### src/rtl/core/tldim_pkg.sv
// Package for the two-lamp dimmer: lamp level codes, register map, reset values
// and the small per-lamp helper functions.
// No dependencies; used by two_lamp_dimmer_with_auto_off_top.
`default_nettype none

package tldim_pkg;

    // Lamp levels
    typedef logic [1:0] t_level;
    localparam t_level LVL_OFF  = 2'd0;
    localparam t_level LVL_LOW  = 2'd1;
    localparam t_level LVL_HIGH = 2'd2;

    // Item kinds carried in tuser
    localparam logic ACT_SLOW    = 1'b0;
    localparam logic ACT_REFRESH = 1'b1;

    // Register map (word index = paddr[3:2])
    localparam int ADDR_W = 4;
    typedef logic [1:0] t_reg_idx;
    localparam t_reg_idx REG_AUTO_OFF = 2'd0;
    localparam t_reg_idx REG_BLINK    = 2'd1;
    localparam t_reg_idx REG_DUTY     = 2'd2;

    // Register reset values
    localparam logic [15:0] AUTO_OFF_RST = 16'd12000;
    localparam logic [7:0]  BLINK_RST    = 8'd25;
    localparam logic [7:0]  DUTY_RST     = 8'd10;

    // Blink sequence length: two on/off blinks
    localparam logic [1:0] BLINK_COUNT = 2'd2;

    // off -> low -> high -> off
    function automatic t_level step_level(input t_level lv);
        step_level = (lv >= LVL_HIGH) ? LVL_OFF : t_level'(lv + 2'd1);
    endfunction

    // Pin level for a lamp at the given refresh phase
    function automatic logic pin_for(input t_level lv, input logic phase_zero);
        if (lv == LVL_OFF) begin
            pin_for = 1'b0;
        end else if (lv == LVL_LOW) begin
            pin_for = phase_zero;
        end else begin
            pin_for = 1'b1;
        end
    endfunction

endpackage

`default_nettype wire

### src/rtl/core/two_lamp_dimmer_with_auto_off_top.sv
// Two-lamp dimmer with auto-off, indicator blink and sleep request.
// Depends on tldim_pkg (level codes, register map, helper functions).
`default_nettype none

// Each accepted item is a tick: tuser 0 is a slow control tick carrying the two
// press events in tdata, tuser 1 a fast refresh tick. Every item yields exactly
// one result, the lamp pins, levels, indicator and sleep request after the
// tick, in the output register. The block takes one item per cycle: all state
// updates are a single pass of counter decrements and compares, and input ready
// only drops while the output register holds a result the downstream side has
// not taken. Registers are to be written over APB only while the stream is
// idle (not enforced by the block); reads return the current register values.
module two_lamp_dimmer_with_auto_off_top
    import tldim_pkg::*;
(
    input  wire               i_clk,
    input  wire               i_rst_n,
    // input items
    input  wire               i_s_tvalid,
    output logic              o_s_tready,
    input  wire  [7:0]        i_s_tdata,   // [0] press_one, [1] press_two, [7:2] zero
    input  wire               i_s_tuser,   // [0] action
    // result items
    output logic              o_m_tvalid,
    input  wire               i_m_tready,
    output logic [7:0]        o_m_tdata,   // [0] drive_one, [1] drive_two,
                                           // [3:2] level_one, [5:4] level_two,
                                           // [6] indicator, [7] sleep_request
    // configuration
    input  wire               psel,
    input  wire               penable,
    input  wire               pwrite,
    input  wire  [ADDR_W-1:0] paddr,
    input  wire  [31:0]       pwdata,
    output logic [31:0]       prdata,
    output logic              pready
);

    // Configuration registers
    logic [15:0] r_auto_off;
    logic [7:0]  r_blink_half;
    logic [7:0]  r_duty;

    // Block state
    t_level      r_lvl1, r_lvl2;
    logic [15:0] r_off_cnt;
    logic        r_ind;
    logic [1:0]  r_blinks;
    logic [7:0]  r_blink_cnt;
    logic [7:0]  r_phase;
    logic        r_pin1, r_pin2;

    // Output register
    logic        r_out_valid;
    logic [7:0]  r_out_data;

    // Next-state values
    t_level      n_lvl1, n_lvl2;
    logic [15:0] n_off_cnt;
    logic        n_ind;
    logic [1:0]  n_blinks;
    logic [7:0]  n_blink_cnt;
    logic [7:0]  n_phase;
    logic        n_pin1, n_pin2;
    logic        n_sleep;

    logic        s_accept;
    logic        p1, p2, pressed;
    logic [15:0] off_dec;
    logic [7:0]  blink_dec;
    logic [8:0]  phase_inc;
    t_reg_idx    reg_idx;
    logic        cfg_wr;

    assign o_s_tready = !r_out_valid || i_m_tready;
    assign s_accept   = i_s_tvalid && o_s_tready;
    assign p1         = i_s_tdata[0];
    assign p2         = i_s_tdata[1];
    assign pressed    = p1 || p2;

    // APB decode
    assign pready  = 1'b1;
    assign reg_idx = paddr[3:2];
    assign cfg_wr  = psel && penable && pwrite && pready;

    always_comb begin
        unique case (reg_idx)
            REG_AUTO_OFF: prdata = {16'd0, r_auto_off};
            REG_BLINK:    prdata = {24'd0, r_blink_half};
            REG_DUTY:     prdata = {24'd0, r_duty};
            default:      prdata = 32'd0;
        endcase
    end

    always_ff @(posedge i_clk) begin
        if (!i_rst_n) begin
            r_auto_off   <= AUTO_OFF_RST;
            r_blink_half <= BLINK_RST;
            r_duty       <= DUTY_RST;
        end else if (cfg_wr) begin
            unique case (reg_idx)
                REG_AUTO_OFF: r_auto_off   <= pwdata[15:0];
                REG_BLINK:    r_blink_half <= pwdata[7:0];
                REG_DUTY:     r_duty       <= pwdata[7:0];
                default:      ;
            endcase
        end
    end

    // Tick processing
    always_comb begin
        n_lvl1      = r_lvl1;
        n_lvl2      = r_lvl2;
        n_off_cnt   = r_off_cnt;
        n_ind       = r_ind;
        n_blinks    = r_blinks;
        n_blink_cnt = r_blink_cnt;
        n_phase     = r_phase;
        n_pin1      = r_pin1;
        n_pin2      = r_pin2;
        off_dec     = (r_off_cnt != 16'd0) ? r_off_cnt - 16'd1 : 16'd0;
        blink_dec   = (r_blink_cnt != 8'd0) ? r_blink_cnt - 8'd1 : 8'd0;
        phase_inc   = {1'b0, r_phase} + 9'd1;

        if (i_s_tuser == ACT_REFRESH) begin
            // phase wraps at the duty period; a zero period keeps it at zero
            n_phase = (phase_inc >= {1'b0, r_duty}) ? 8'd0 : phase_inc[7:0];
            n_pin1  = pin_for(r_lvl1, n_phase == 8'd0);
            n_pin2  = pin_for(r_lvl2, n_phase == 8'd0);
        end else begin
            // auto-off expiry comes before the presses
            n_off_cnt   = off_dec;
            n_blink_cnt = blink_dec;
            if (off_dec == 16'd0) begin
                n_lvl1 = LVL_OFF;
                n_lvl2 = LVL_OFF;
            end
            if (p1) n_lvl1 = step_level(n_lvl1);
            if (p2) n_lvl2 = step_level(n_lvl2);
            if (pressed && (n_lvl1 != LVL_OFF || n_lvl2 != LVL_OFF)) begin
                n_off_cnt = r_auto_off;
            end
            // a press restarts the blink sequence
            if (pressed) begin
                n_blinks    = BLINK_COUNT;
                n_blink_cnt = 8'd0;
            end
            if (n_blinks != 2'd0 && n_blink_cnt == 8'd0) begin
                if (r_ind) begin
                    n_ind    = 1'b0;
                    n_blinks = n_blinks - 2'd1;
                end else begin
                    n_ind = 1'b1;
                end
                if (n_blinks != 2'd0) n_blink_cnt = r_blink_half;
            end
        end
        n_sleep = (n_lvl1 == LVL_OFF) && (n_lvl2 == LVL_OFF) && (n_blinks == 2'd0);
    end

    // State registers
    always_ff @(posedge i_clk) begin
        if (!i_rst_n) begin
            r_lvl1      <= LVL_OFF;
            r_lvl2      <= LVL_OFF;
            r_off_cnt   <= 16'd0;
            r_ind       <= 1'b0;
            r_blinks    <= 2'd0;
            r_blink_cnt <= 8'd0;
            r_phase     <= 8'd0;
            r_pin1      <= 1'b0;
            r_pin2      <= 1'b0;
        end else if (s_accept) begin
            r_lvl1      <= n_lvl1;
            r_lvl2      <= n_lvl2;
            r_off_cnt   <= n_off_cnt;
            r_ind       <= n_ind;
            r_blinks    <= n_blinks;
            r_blink_cnt <= n_blink_cnt;
            r_phase     <= n_phase;
            r_pin1      <= n_pin1;
            r_pin2      <= n_pin2;
        end
    end

    // Output register: valid flag under reset, payload without
    always_ff @(posedge i_clk) begin
        if (!i_rst_n) begin
            r_out_valid <= 1'b0;
        end else if (o_s_tready) begin
            r_out_valid <= s_accept;
        end
    end

    always_ff @(posedge i_clk) begin
        if (s_accept) begin
            r_out_data <= {n_sleep, n_ind, n_lvl2, n_lvl1, n_pin2, n_pin1};
        end
    end

    assign o_m_tvalid = r_out_valid;
    assign o_m_tdata  = r_out_data;

    // Checks
    a_level_legal: assert property (@(posedge i_clk) disable iff (!i_rst_n)
        r_lvl1 != 2'd3 && r_lvl2 != 2'd3)
        else $error("lamp level reached an unused code");

    a_press_arms_blink: assert property (@(posedge i_clk) disable iff (!i_rst_n)
        s_accept && i_s_tuser == ACT_SLOW && (i_s_tdata[0] || i_s_tdata[1])
        |=> r_blinks != 2'd0)
        else $error("press did not start a blink sequence");

    a_refresh_keeps_levels: assert property (@(posedge i_clk) disable iff (!i_rst_n)
        s_accept && i_s_tuser == ACT_REFRESH
        |=> $stable(r_lvl1) && $stable(r_lvl2) && $stable(r_off_cnt) && $stable(r_ind))
        else $error("refresh tick changed control state");

endmodule

`default_nettype wire
### config.mk
export PLATFORM = sky130hd
export DESIGN_NAME = two_lamp_dimmer_with_auto_off_top
export DESIGN_NICKNAME = d
export VERILOG_FILES = /design/src/rtl/core/tldim_pkg.sv /design/src/rtl/core/two_lamp_dimmer_with_auto_off_top.sv
export SDC_FILE = /design/constraint.sdc
export NUM_CORES = 1
export LEC_CHECK = 0
export ABC_AREA = 0
export BUFFER_PORTS_ARGS = -buffer_cell sky130_fd_sc_hd__buf_2
export CAP_MARGIN = 0
export CORE_MARGIN = 2
export CORE_UTILIZATION = 61
export CTS_CLUSTER_DIAMETER = 40
export DETAILED_ROUTE_END_ITERATION = 8
export GPL_TIMING_DRIVEN = 0
export PLACE_DENSITY = 0.87
export SETUP_SLACK_MARGIN = 0.15
export SLEW_MARGIN = 30
export SYNTH_ARGS = -nofsm -noshare
export SYNTH_HDL_FRONTEND = slang
export SYNTH_SLANG_ARGS = --single-unit
### constraint.sdc
create_clock -name i_clk -period 5.2 [get_ports i_clk]
set_input_delay 0.26 -clock i_clk [delete_from_list [all_inputs] [get_ports i_clk]]
set_output_delay 0.26 -clock i_clk [all_outputs]
set_load 0.01 [all_outputs]
Yosys cells after proc, flatten, opt, wreduce, memory -nomap -nowiden
Cells that the tools add are included.

Bits of input ports: 52. Logic and storage cells: 96. Output and inout port bits: 43. Register bits: 82.

Bitwise gates (word level): 1. Add/sub/neg operators: 6. Reductions and logical operators: 31. Equal/unequal tests: 4. Muxes and demuxes: 37. Order comparisons: 3.

Operators with widths (count): $mux 8 (6); $pmux 16 s3 (1); $mux 2 (19); $mux 16 (2); $logic_not 16->1 (1); $logic_not 8->1 (2); $reduce_bool 16->1 (1); $sub 16x1->16 const B (1); $logic_not 2->1 (6); $reduce_and 2->1 (5); $add 8x1->9 const B (1); $ge 9x8->1 (1); $mux 1 (9); $reduce_bool 2->1 (4); $reduce_bool 8->1 (1); $sub 8x1->8 const B (1); $logic_and 1x1->1 (7); $eq 2x1->1 const B (3); $add 2x1->2 const B (2); $ge 2x2->1 const B (2); $logic_or 1x1->1 (3); $eq 2x2->1 const B (1); $sub 2x1->2 const B (1); $logic_not 1->1 (1); $not 1->1 (1).

Longest topological paths before layout
Depth in word-level cells: 13. Mapped depth: 14. Gate-level depth less buffers: 10.

Least setup slack after synthesis
No wires, ideal clock.

Path kind: reg2reg. Start: reg r_off_cnt[0]. End: reg r_out_data[7], in the netlist o_m_tdata[7], data pin. Library setup time: 257 ps. Arrival: 2653 ps. Path slack: 2290 ps. Cell stages (with the launch flop): 13. Required time: 4943 ps. Path buffers: 2. Period minus slack after synthesis: 2910 ps. Path through: dfxtp_1 > clkbuf_1 > inv_1 > ha_1 > buf_2 > nor3_1 > a31oi_1 > a311o_2 > a211o_1 > or4_4 > a21oi_1 > a31oi_1 > o2111a_1.

Longest elaborated chain between the ends: 13. Elaborated cells on any way between the ends: 24. Classes of those cells: 3 x add/sub; 2 x order compare; 13 x mux; 6 x reduce/logical.

RTL lines: start: declaration (RTL line two_lamp_dimmer_with_auto_off_top.sv:46) `logic [15:0] r_off_cnt;`; start signal: assignment (RTL line two_lamp_dimmer_with_auto_off_top.sv:176) `r_off_cnt <= n_off_cnt;`; $sub 16x1->16 or $reduce_bool 16->1 (tied branches) (RTL line two_lamp_dimmer_with_auto_off_top.sv:121) `off_dec = (r_off_cnt != 16'd0) ? r_off_cnt - 16'd1 : 16'd0;`; $mux 16 * (RTL line two_lamp_dimmer_with_auto_off_top.sv:121); $logic_not 16->1 * (RTL line two_lamp_dimmer_with_auto_off_top.sv:134) `if (off_dec == 16'd0) begin`; $mux 2 (RTL line two_lamp_dimmer_with_auto_off_top.sv:134); $mux 2 (RTL line two_lamp_dimmer_with_auto_off_top.sv:125) `if (i_s_tuser == ACT_REFRESH) begin`; $add 2x1->2 or $ge 2x2->1 (tied branches) (RTL line tldim_pkg.sv:35) `step_level = (lv >= LVL_HIGH) ? LVL_OFF : t_level'(lv + 2'd1);`; $mux 2 (RTL line tldim_pkg.sv:35); $mux 2, on equally long branches (RTL line two_lamp_dimmer_with_auto_off_top.sv:138, two_lamp_dimmer_with_auto_off_top.sv:139); $mux 2 (2 in a row) (RTL line two_lamp_dimmer_with_auto_off_top.sv:125); $logic_not 2->1 (RTL line two_lamp_dimmer_with_auto_off_top.sv:158) `n_sleep = (n_lvl1 == LVL_OFF) && (n_lvl2 == LVL_OFF) && (n_blinks == 2'd0);`; $logic_and 1x1->1 * (2 in a row) (RTL line two_lamp_dimmer_with_auto_off_top.sv:158); via n_sleep (RTL line two_lamp_dimmer_with_auto_off_top.sv:65) `logic n_sleep;`; end signal: assignment (RTL line two_lamp_dimmer_with_auto_off_top.sv:197) `r_out_data <= {n_sleep, n_ind, n_lvl2, n_lvl1, n_pin2, n_pin1};`; end: declaration (RTL line two_lamp_dimmer_with_auto_off_top.sv:55) `logic [7:0] r_out_data;`.

Mark *: on every way through the listed nets, which the timed path passes. The rest lies on a longest branch. The select of a mux whose other input is x is not followed. A chain may end at the register's enable or synchronous reset.

Worst setup path after layout
Same ends and word-level chain as after synthesis.

==> results.cfg <==
[timing]
timing_limited_maximum_frequency_ghz = 0.305
timing.final.hold_violations = 0
maxSlewViolCount = 0
postLayoutSetupSlackWorst_ns = 1.92
post-route-min-period_ns = 3.28
tns_ns = 0
period_share_pct = 63.0
timing.max_slew.rel_slack_pct = 46.3
rsz0062_at_grt = false
timing_worst_slew_pin_value_ns = 0.800
worst_clock_skew_ns = 0.0110
setup-violations-final = 0

[power_and_ir_drop]
fin_total_pwr_w = 0.00154
powerDensity_mw_per_mm2 = 265
vdd.ir_drop.worst_mv = 0.243
leakage_nw = 2.37

[cells_and_area]
layout-area-overhead-vs-synth_pct = 12.6
antennaDiodeCount = 0
layout-drive-gt1-share_pct = 15.5
layout.core_utilization_pct = 70.6
nets = 795

[floorplan]
start_util_pct = 62.8
rows = 33
io_pins = 95
core-area_mm2 = 0.00822
total_die_area_mm2 = 0.00920
dieWidth_um = 95.9
floorplan.die.height_um = 95.9

[drt]
detailedRoute.firstPassIterationCount = 5
detail_route.wl_per_cell_um = 15.8
postRouteWirelength_um = 13200
vias_per_cell = 5.92
vias = 4976
drtAntennaViolNets = 0
drc = 0
drt-initial-drc-count = 362

[logic_synthesis]
syn-instance-count = 653
syn-mean-instance-area_um2 = 7.90
count_of_state_elements_after_synthesis = 82
netlist-cell-type-count = 72
synth_warnings = 0
async_flop_share_pct = 0
ys_seq_area_share_pct = 33.4
netlist_area_before_placement_mm2 = 0.00516
ys_dominant_reg_cell = dfxtp_1
number_of_flops_mapped_to_enable_cells_by_yosys = 8

[setup_path]
critical_path_required_ns = 5.33
worstSetupEndpointType = register
cp-start-kind = register
worst-endpoint-arrival_ns = 3.41
worstSetupPathType = reg -> reg
maximum_fanout_encountered_on_the_critical_timing_path = 10

[clocking]
cts_tree = built
root_buffer = clkbuf_8
htree_num_levels = 3
insertion_delay_ns = 0.37
ctsHoldBuffers = 0
post-cts-setup-buffer-count = 0
post_cts_resized = 0
cts-buffers-inserted = 9
max-clock-path-buffers = 2
tritoncts_num_sinks = 82
clk_transition_reported_paths_ns = 0.08

[global_route]
grt_pass1_wl_um = 21400
antenna_found_initial = 0
via_count_of_the_first_global_routing_pass = 4574
global_route_congestion_overflow_total = 0
grtUsageMet3_pct = 4.86
track_usage_pct = 29.8
top_usage_layer = met2
grt_max_degree = 14
globalRouteMet2Util_pct = 51.5
grt_util_met1_pct = 37.0

[place]
pre_cts_worst_setup_slack_ns = 1.97
port-buffer-count = 51
place_congestion = 0.922
place_hpwl_um = 9920

[worst_hold_path]
worstHoldPathType = in -> reg

[run]
max_cap_violations = 0

[status]
outcome = completed
## cell families after synthesis
logic type,after synthesis,share of synthesized area [%]
XOR/XNOR,20,3.40
AO/OA/AOI/OAI,155,18.8
adder cells (fa/ha/maj),13,3.15
other,2,0.146
AND/OR/NAND/NOR,257,25.3
multiplexers,38,7.40
flip-flops,82,33.4
buffers and inverters,86,8.42
## stage by stage
step | cell area [µm²] | hold WS [ns] | instances
floorplan | 5210 | 0.384 | 668
global placement | 5600 | 0.464 | 824
detailed placement | 5600 | 0.473 | 824
CTS | 5800 | 0.0967 | 840
global route | 5800 | 0.115 | 840
finish | 5800 | 0.0982 | 840
## registers in the layout, summed over array words and instances (netlist names), 2 cells and up
register and flops:
r_lvl2 2, o_m_tdata 8, r_off_cnt 16, r_blink_cnt 8, r_phase 8, r_blinks 2
r_blink_half 8, r_lvl1 2, r_duty 8, r_auto_off 16
## final timing paths
| path | depth (start not counted) | start | slack, ns | endpoint |
|---|---|---|---|---|
| setup / recovery | 12 | r_off_cnt[0] | 1.92 | o_m_tdata[7] |
| hold / removal | 3 | pwdata[13] | 0.1 | r_auto_off[13] |
| setup reg to reg | 12 | r_off_cnt[0] | 1.92 | o_m_tdata[7] |
| hold reg to reg | 2 | r_phase[4] | 0.48 | r_phase[4] |
## per-layer routing
metal | routed length (µm) | share of wire [%]
met4 | 294 | 2.2
met2 | 6540 | 49
met3 | 883 | 6.7
met1 | 5520 | 42
met5 | 0 | 0
## synthesized netlist by cell type, drive strengths merged, types with 4 or more instances
library cell  number  area (µm²)
a21oi             53         265
a31oi             16         115
and2              11        68.8
and3               6        37.5
buf               29         220
clkbuf            31         116
dfxtp             74        1480
edfxtp             8         240
ha                13         163
inv               26        97.6
mux2i             37         370
nand2             81         307
nand2b             5        31.3
nand3             27         135
nand4              7        43.8
nor2              57         224
nor3              19         106
nor3b              5        37.5
nor4               9        77.6
o211ai             4        30.0
o21ai             46         241
o22ai              4        25.0
o31ai              4        30.0
or2                4        25.0
or3               10        67.6
or4                4        37.5
xnor2             14         123
xor2               6        52.6
## area by class of cell
cell class,instances,area [µm²]
Clock buffer,12,155
Timing Repair Buffer,51,255
Buffer,60,337
Multi-Input combinational cell,500,3060
Sequential cell,82,1720
Clock inverter,4,50.0
Tap cell,105,131
Fill cell,657,2410
Inverter,26,97.6
## power breakdown
| part | total, W | switching (W) | internal [W] |
|---|---|---|---|
| clock network | 0.000480 | 0.000232 | 0.000247 |
| registers | 0.000688 | 0.0000235 | 0.000664 |
| logic | 0.000374 | 0.000221 | 0.000152 |
| total | 0.00154 | 0.000477 | 0.00106 |
## worst max-delay path, stage by stage, from the launching register on
cell and delay, ns:
dfxtp_1 0.31, clkbuf_1 0.33, inv_1 0.09, ha_1 0.20
buf_2 0.17, nor3_1 0.28, a31oi_1 0.13, a311o_2 0.39
a211o_1 0.31, or4_4 0.44, a21oi_1 0.15, a31oi_1 0.08
o2111a_1 0.16
## layout by cell type (no fill, tap or decap), types with 13 or more instances in the layout
cell type,instances
nand2_1,80
dfxtp_1,74
nor2_1,55
buf_2,54
a21oi_1,53
o21ai_0,43
mux2i_1,37
clkbuf_1,32
nand3_1,27
inv_1,26
nor3_1,18
buf_4,18
conb_1,17
a31oi_1,15
xnor2_1,14
ha_1,13
No activity file was read; power rests on OpenSTA's default activity.
